$ cat config.mk
export PLATFORM = sky130hd
export DESIGN_NAME = sac_cfg
export DESIGN_NICKNAME = d
export VERILOG_FILES = /design/src/hw/rtl/sac_pkg.sv /design/src/hw/rtl/sac_cfg.sv
export SDC_FILE = /design/constraint.sdc
export NUM_CORES = 1
export LEC_CHECK = 0
export BUFFER_PORTS_ARGS = -buffer_cell sky130_fd_sc_hd__buf_4
export CORE_MARGIN = 10
export CORE_UTILIZATION = 34
export DETAILED_ROUTE_END_ITERATION = 16
export PLACE_DENSITY = 0.78
export SYNTH_ARGS = -nofsm -noshare
export SYNTH_HDL_FRONTEND = slang
export SYNTH_SLANG_ARGS = --single-unit
export TNS_END_PERCENT = 1
$ cat constraint.sdc
create_clock -name clk -period 1 [get_ports clk]
set_input_delay 0.15 -clock clk [delete_from_list [all_inputs] [get_ports clk]]
set_output_delay 0.15 -clock clk [all_outputs]
set_load 0.02 [all_outputs]
$ cat src/hw/rtl/sac_pkg.sv
`default_nettype none
// ----------------------------------------------------------------------------
// sac_pkg: shared types and constants of the set-associative cache model
// Command and outcome codes, register indexes, field widths, reset values of
// the configuration registers and the top-level sequencer states.
// ----------------------------------------------------------------------------
package sac_pkg;

	// Field widths of the transaction channels
	localparam int CMD_W   = 2;
	localparam int ADDR_W  = 32;
	localparam int OUTC_W  = 2;
	localparam int TOTAL_W = 32;
	localparam int STAMP_W = 32;

	// Configuration port
	localparam int PADDR_W = 4;
	localparam int PDATA_W = 32;
	localparam int SET_BITS_W    = 4;
	localparam int OFFSET_BITS_W = 5;
	localparam int WAYS_CFG_W    = 4;

	localparam logic [SET_BITS_W-1:0]    SET_BITS_RST    = SET_BITS_W'(4);
	localparam logic [OFFSET_BITS_W-1:0] OFFSET_BITS_RST = OFFSET_BITS_W'(4);
	localparam logic [WAYS_CFG_W-1:0]    WAYS_RST        = WAYS_CFG_W'(1);

	typedef enum logic [1:0] {
		REG_SET_BITS    = 2'd0,
		REG_OFFSET_BITS = 2'd1,
		REG_WAYS        = 2'd2
	} reg_idx_t;

	typedef enum logic [CMD_W-1:0] {
		CMD_LOAD   = 2'd0,
		CMD_STORE  = 2'd1,
		CMD_MODIFY = 2'd2,
		CMD_FETCH  = 2'd3
	} cmd_t;

	typedef enum logic [OUTC_W-1:0] {
		OUT_HIT   = 2'd0,
		OUT_FILL  = 2'd1,
		OUT_EVICT = 2'd2
	} outcome_t;

	typedef enum logic [2:0] {
		ST_IDLE,
		ST_SPLIT,
		ST_READ,
		ST_SCAN,
		ST_UPDATE
	} state_t;

	// Raw register values as written, clamped where they are used
	typedef struct packed {
		logic [SET_BITS_W-1:0]    index_len;
		logic [OFFSET_BITS_W-1:0] offset_len;
		logic [WAYS_CFG_W-1:0]    ways;
	} cfg_t;

endpackage
`default_nettype wire

$ cat src/hw/rtl/sac_cfg.sv
`default_nettype none
// ----------------------------------------------------------------------------
// sac_cfg: configuration register file
// APB-style slave holding set index bits, block offset bits and ways in use.
// ----------------------------------------------------------------------------
module sac_cfg (
	input  logic                         clk,
	input  logic                         arst_n,
	input  logic                         psel,
	input  logic                         penable,
	input  logic                         pwrite,
	input  logic [sac_pkg::PADDR_W-1:0]  paddr,
	input  logic [sac_pkg::PDATA_W-1:0]  pwdata,
	output logic [sac_pkg::PDATA_W-1:0]  prdata,
	output logic                         pready,
	output sac_pkg::cfg_t                cfg
);
	import sac_pkg::*;

	cfg_t     cfg_q;
	logic     wr_en;
	reg_idx_t idx;

	assign pready = 1'b1;
	assign wr_en  = psel && penable && pwrite && pready;
	assign idx    = reg_idx_t'(paddr[PADDR_W-1:2]);
	assign cfg    = cfg_q;

	// Write the addressed register; drop writes beyond the map
	always_ff @(posedge clk or negedge arst_n) begin
		if (!arst_n) begin
			cfg_q.index_len  <= SET_BITS_RST;
			cfg_q.offset_len <= OFFSET_BITS_RST;
			cfg_q.ways       <= WAYS_RST;
		end else if (wr_en) begin
			unique case (idx)
				REG_SET_BITS:    cfg_q.index_len  <= pwdata[SET_BITS_W-1:0];
				REG_OFFSET_BITS: cfg_q.offset_len <= pwdata[OFFSET_BITS_W-1:0];
				REG_WAYS:        cfg_q.ways       <= pwdata[WAYS_CFG_W-1:0];
				default: ;
			endcase
		end
	end

	// Read back the addressed register
	always_comb begin
		unique case (idx)
			REG_SET_BITS:    prdata = PDATA_W'(cfg_q.index_len);
			REG_OFFSET_BITS: prdata = PDATA_W'(cfg_q.offset_len);
			REG_WAYS:        prdata = PDATA_W'(cfg_q.ways);
			default:         prdata = '0;
		endcase
	end

endmodule
`default_nettype wire

==> results.toml, run 1 <==
[clock_network]
cts_buffer_depth = 2
cts_buffers = 3
cts_root_buf = "clkbuf_4"
clock_latency_ns = 0.27
cts_tree = "built"
post_cts_buffers = 0
clkTransAtPathRegs_ns = 0.08
cts_sinks = 13
htreeDepth = 1

[grt]
grt_pass1_vias = 695
grt_overflow = 0
grt_pass1_wl_mm = 3.567
antenna_found_initial = 0
gr-usage-all-layers_pct = 8.876
grt_max_degree = 14

[floorplan]
die_h_um = 69.62
io_pins = 87
rows = 17
die-area_um2 = 4846
fp.coreArea_um2 = 2276
die_x_um = 69.62
start_util_pct = 36.78

[cells_and_area]
drive_gt1_share_pct = 54.39
layout_commonest_cell = "conb_1"
n_antenna_cell = 0
largest_register_ff_count = 13
mostFrequentLayoutCells = "28 x conb_1, 20 x buf_4, 17 x buf_6"
fin_nets = 156
stdcell_area_um2 = 1164
syn2layout_area_growth_pct = 39.01

[worst_hold_path]
holdPathStages = 2
hold_path.startpoint = "pwdata[4]"
min_path_type = "in -> reg"
min_to = "cfg[8]"

[sta]
rsz0062_at_grt = "true"
max_freq_mhz = 774.8
finalMaxSlewViolations = 0
fin_crit_sh_pct = 129.1
min_period_ns = 1.291
setup-violations-final = 9
finalHoldViolCount = 0
skew_ns = 0
fin_ws_ns = -0.2907

[routing]
wl_mm = 2.197
drc = 0
via_count = 601
drt-initial-drc-count = 2
antenna_left = 0
drt-wirelength-per-cell_um = 15.47
first_pass_iters = 2
viasPerCell = 4.232

[outcome]
violations = "negative setup slack"
outcome = "finished, violations left"

[place]
place_area_um2 = 1060
pre_cts_slack_ns = -0.2333
port_buffers = 29
dp_hpwl_mm = 1.807
gp_congestion = 0.8001

[setup_path]
regToRegSetupSlack_ns = 0.17
arrival_ns = 1.14
crit_type = "reg -> out"
timing.rr.end = "cfg[11]"
critical_path.startpoint = "cfg[11]"
cp_max_fo = 2
cp_data_required_time_ns = 0.85
crit_path_end_kind = "primary output"
cp-start-kind = "flop"
worstReg2RegStart = "cfg[11]"
rr_worst_depth = 2

[synthesis]
ys_seq_area_share_pct = 39.31
netlist_instances = 75
avgSynthCellArea_um2 = 11.16
synth_cell_type_count = 16
synth_area_um2 = 837.1
ys_warn_count = 0
synth-seq-cells = 13

[run]
drv_cap = 0

[pwr]
power.density_nw_per_um2 = 1823
peakVddDrop_mv = 1.095
leakage_uw = 0.0006001
-- per-stage QoR --
| step | cells | hold slack, ns | total power, µW | setup TNS, ns | util [%] |
|---|---|---|---|---|---|
| floorplan | 101 | -0.1456 | 1347 | -0.5034 | - |
| global placement | 137 | 0.0005899 | 1657 | -1.872 | 46.56 |
| detailed placement | 137 | 0.002916 | 1676 | -2.006 | 46.56 |
| CTS | 142 | 0.09038 | 2102 | -1.801 | 50.14 |
| global route | 142 | 0.09584 | 2253 | -2.318 | 51.13 |
| finish | 142 | 0.1000 | 2122 | -1.671 | 51.13 |
-- worst max-delay path by stage --
stage	slack (ns)	end	depth (start not counted)
4_1_cts	-0.32	prdata[2]	3
2_1_floorplan	-0.1	cfg[1]	3
3_5_place_dp	-0.23	cfg[1]	4
3_3_place_gp	-0.21	cfg[3]	4
5_1_grt	-0.35	prdata[3]	3
6_report	-0.29	prdata[2]	3
-- layout make-up --
cell class / instances / area (µm²)
Timing Repair Buffer: 38 / 351.6
Fill cell: 212 / 1112
Clock buffer: 4 / 26.28
Sequential cell: 13 / 329.1
Multi-Input combinational cell: 59 / 421.7
Tap cell: 28 / 35.03
-- worst max-delay path: stages, from the launching register on --
cell and delay [ns]:
dfstp_2 0.54, mux2i_1 0.07, o21ai_2 0.13, buf_6 0.13
-- where the power goes --
group          switching, µW  internal, µW
clock network            170           155
registers                111           669
logic                    506           510
-- synth_stat cells, drive strengths merged --
master,number,share of area [%]
nor2b,1,0.75
or3b,1,1.3
o21ai,4,2.4
and3b,1,1.0
mux2,13,19
nor3b,1,1.5
dfrtp,10,30
buf,29,26
nor3,1,0.60
dfstp,3,9.4
mux2i,4,4.8
conb,2,0.90
nand3,1,0.60
nand2,4,1.8
-- metal layers --
| layer | up-vias | GRT usage [%] | part of all wire (%) |
|---|---|---|---|
| met5 | - | 0 | 0 |
| met4 | 0 | 3.913 | 1.4 |
| met3 | 4 | 7.989 | 21 |
| met2 | 46 | 13.81 | 44 |
| met1 | 280 | 7.905 | 34 |
| li1 | 271 | - | - |
-- kinds of logic (layout without fill, tap and decap cells) --
group	Yosys count	count (layout)	synth area share, %
muxes	17	17	24.07
AOI/OAI and AO/OA	4	4	2.392
and+or+nand+nor	10	10	7.622
buffers and inverters	29	42	25.71
DFF	13	13	39.31
other	2	28	0.8972
-- what timing repair did --
item / in CTS / in global routing
hold buffers: 1 / 0
resized for setup: 12 / 6
pin swaps: 0 / 1
setup endpoints to repair: 17 / 18
hold endpoints to repair: 13 / 0
Note: power is estimated with default switching activity, not from simulation.
==> inputs of run 2 (changes only) <==
--- a/config.mk
+++ b/config.mk
@@ -6,10 +6,12 @@
 export NUM_CORES = 1
 export LEC_CHECK = 0
 export BUFFER_PORTS_ARGS = -buffer_cell sky130_fd_sc_hd__buf_4
+export CELL_PAD_IN_SITES_DETAIL_PLACEMENT = 0
+export CELL_PAD_IN_SITES_GLOBAL_PLACEMENT = 1
 export CORE_MARGIN = 10
-export CORE_UTILIZATION = 34
+export CORE_UTILIZATION = 23
 export DETAILED_ROUTE_END_ITERATION = 16
-export PLACE_DENSITY = 0.78
+export PLACE_DENSITY_LB_ADDON = 0.25
 export SYNTH_ARGS = -nofsm -noshare
 export SYNTH_HDL_FRONTEND = slang
 export SYNTH_SLANG_ARGS = --single-unit
==> run 2 against run 1 <==
Net effect:
- the run still ends with negative setup slack left
- critical path depth unchanged
- total power down 2.1%
- sequential power down 0.6%
- first-iteration DRC count rose to 4.5 times the previous value
- largest power group unchanged
- highest routed layer is now met3
==> results.toml, run 2 (synthesized netlist as in run 1, its figures left out) <==
[cells_and_area]
drive_gt1_share_pct = 53.91
fillCellCount = 368
mostFrequentLayoutCells = "28 x conb_1, 24 x buf_4, 14 x buf_6"
seqCellArea_um2 = 329.1
multi_input_area_um2 = 417.9
layout_commonest_cell = "conb_1"
syn2layout_area_growth_pct = 40.81
n_antenna_cell = 0
fin_nets = 157
largest_register_ff_count = 13
fin_util_pct = 34.51

[clock_network]
clock_latency_ns = 0.27
htreeDepth = 1
cts_root_buf = "clkbuf_4"
cts_sinks = 13
post_cts_buffers = 0
clkTransAtPathRegs_ns = 0.08
cts_buffers = 3
cts_buffer_depth = 2
cts_tree = "built"

[place]
gp_congestion = 0.7296
port_buffers = 29
dp_hpwl_mm = 1.882
pre_cts_slack_ns = -0.2370

[sta]
max_freq_mhz = 774.2
setup-violations-final = 8
finalHoldViolCount = 0
min_period_ns = 1.292
finalMaxSlewViolations = 0
rsz0062_at_grt = "true"
fin_ws_ns = -0.2917
skew_ns = 0
fin_crit_sh_pct = 129.2

[setup_path]
cp-start-kind = "flop"
crit_type = "reg -> out"
slowest_stage = "dfstp_2"
cp_max_fo = 2
cp_data_required_time_ns = 0.85
crit_path_end_kind = "primary output"
crit_chain = "mux2i_1 > o21ai_2 > buf_6"
max_stage_delay_ns = 0.53
path_delay_family = "flip-flops"
cp_num_buf_inv = 1
arrival_ns = 1.14

[grt]
grt_pass1_wl_mm = 3.346
grt_pass1_vias = 678
gr-usage-all-layers_pct = 6.726
grt_use_met1_pct = 7.648
grt_overflow = 0
grt_max_degree = 14
busiest_layer = "met2"
antenna_found_initial = 0
use_met3_pct = 4.566
use_met2_pct = 9.872

[floorplan]
die_h_um = 80.33
rows = 21
die_x_um = 80.33
start_util_pct = 24.51
fp.coreArea_um2 = 3416
io_pins = 87
die-area_um2 = 6452

[pwr]
p_sw_uw = 761.1
switching_share_pct = 36.63
pwr-share-comb_pct = 47.6
leakage_uw = 0.0006001
power.density_nw_per_um2 = 1763
seqPwrFrac_pct = 37.3
clkPwrFrac_pct = 15.1
peakVddDrop_mv = 0.9350
p_int_uw = 1317

[outcome]
outcome = "finished, violations left"
violations = "negative setup slack"

[routing]
first_pass_iters = 2
drc = 0
wl_mm = 2.232
drt-initial-drc-count = 9
via_count = 594
drt-wirelength-per-cell_um = 13.86
antenna_left = 0
viasPerCell = 3.689

[worst_hold_path]
min_path_type = "in -> reg"

[run]
drv_cap = 0
## run 2: per-stage QoR
step / hold slack [ns] / area (µm²) / total power (µW) / setup TNS [ns] / cells
floorplan: -0.1456 / 977.2 / 1347 / -0.5034 / 101
global placement: 0.003412 / 1090 / 1674 / -2.364 / 156
detailed placement: 0.007076 / 1090 / 1683 / -2.433 / 156
CTS: 0.09773 / 1167 / 2099 / -1.775 / 161
global route: 0.1085 / 1179 / 2224 / -2.236 / 161
finish: 0.1139 / 1179 / 2078 / -1.571 / 161
## run 2: cell type report
cell class	count	share of cell area [%]
clock buffers	4	2.229
multi-input cells	59	35.46
flip-flops and latches	13	27.92
well taps	46	4.883
repair buffers	39	29.51
## run 2: path summary, 6_finish.rpt
check / from / to / slack, ns / cells after the start
worst max-delay path: cfg[6] / prdata[2] / -0.29 / 3
worst min-delay path: pwdata[4] / cfg[8] / 0.11 / 2
worst max register to register: cfg[11] / cfg[11] / 0.17 / 2
worst min register to register: cfg[8] / cfg[8] / 0.53 / 1
max in group asynchronous: arst_n / cfg[11] / 0.51 / 2
min in group asynchronous: arst_n / cfg[9] / 0.26 / 2
## run 2: power groups by stage
stage               logic (µW)  clock network, µW  registers [µW]
finish                     988                314             776
global route              1060                366             798
CTS                        985                340             773
detailed placement         913                  0             771
global placement           907                  0             767
floorplan                  432                  0             916
## run 2: routing by layer
| layer | routed length (µm) | up-vias |
|---|---|---|
| li1 | - | 275 |
| met1 | 887 | 281 |
| met2 | 966 | 38 |
| met3 | 378 | 0 |
| met4 | 0 | 0 |
| met5 | 0 | - |
## run 2: repair_timing
action                                  CTS  global route
resized for setup                        11             3
endpoints found under the setup margin   16            18
hold buffers                              1             0
pin swaps                                 1             0
hold endpoints to repair                 13             0
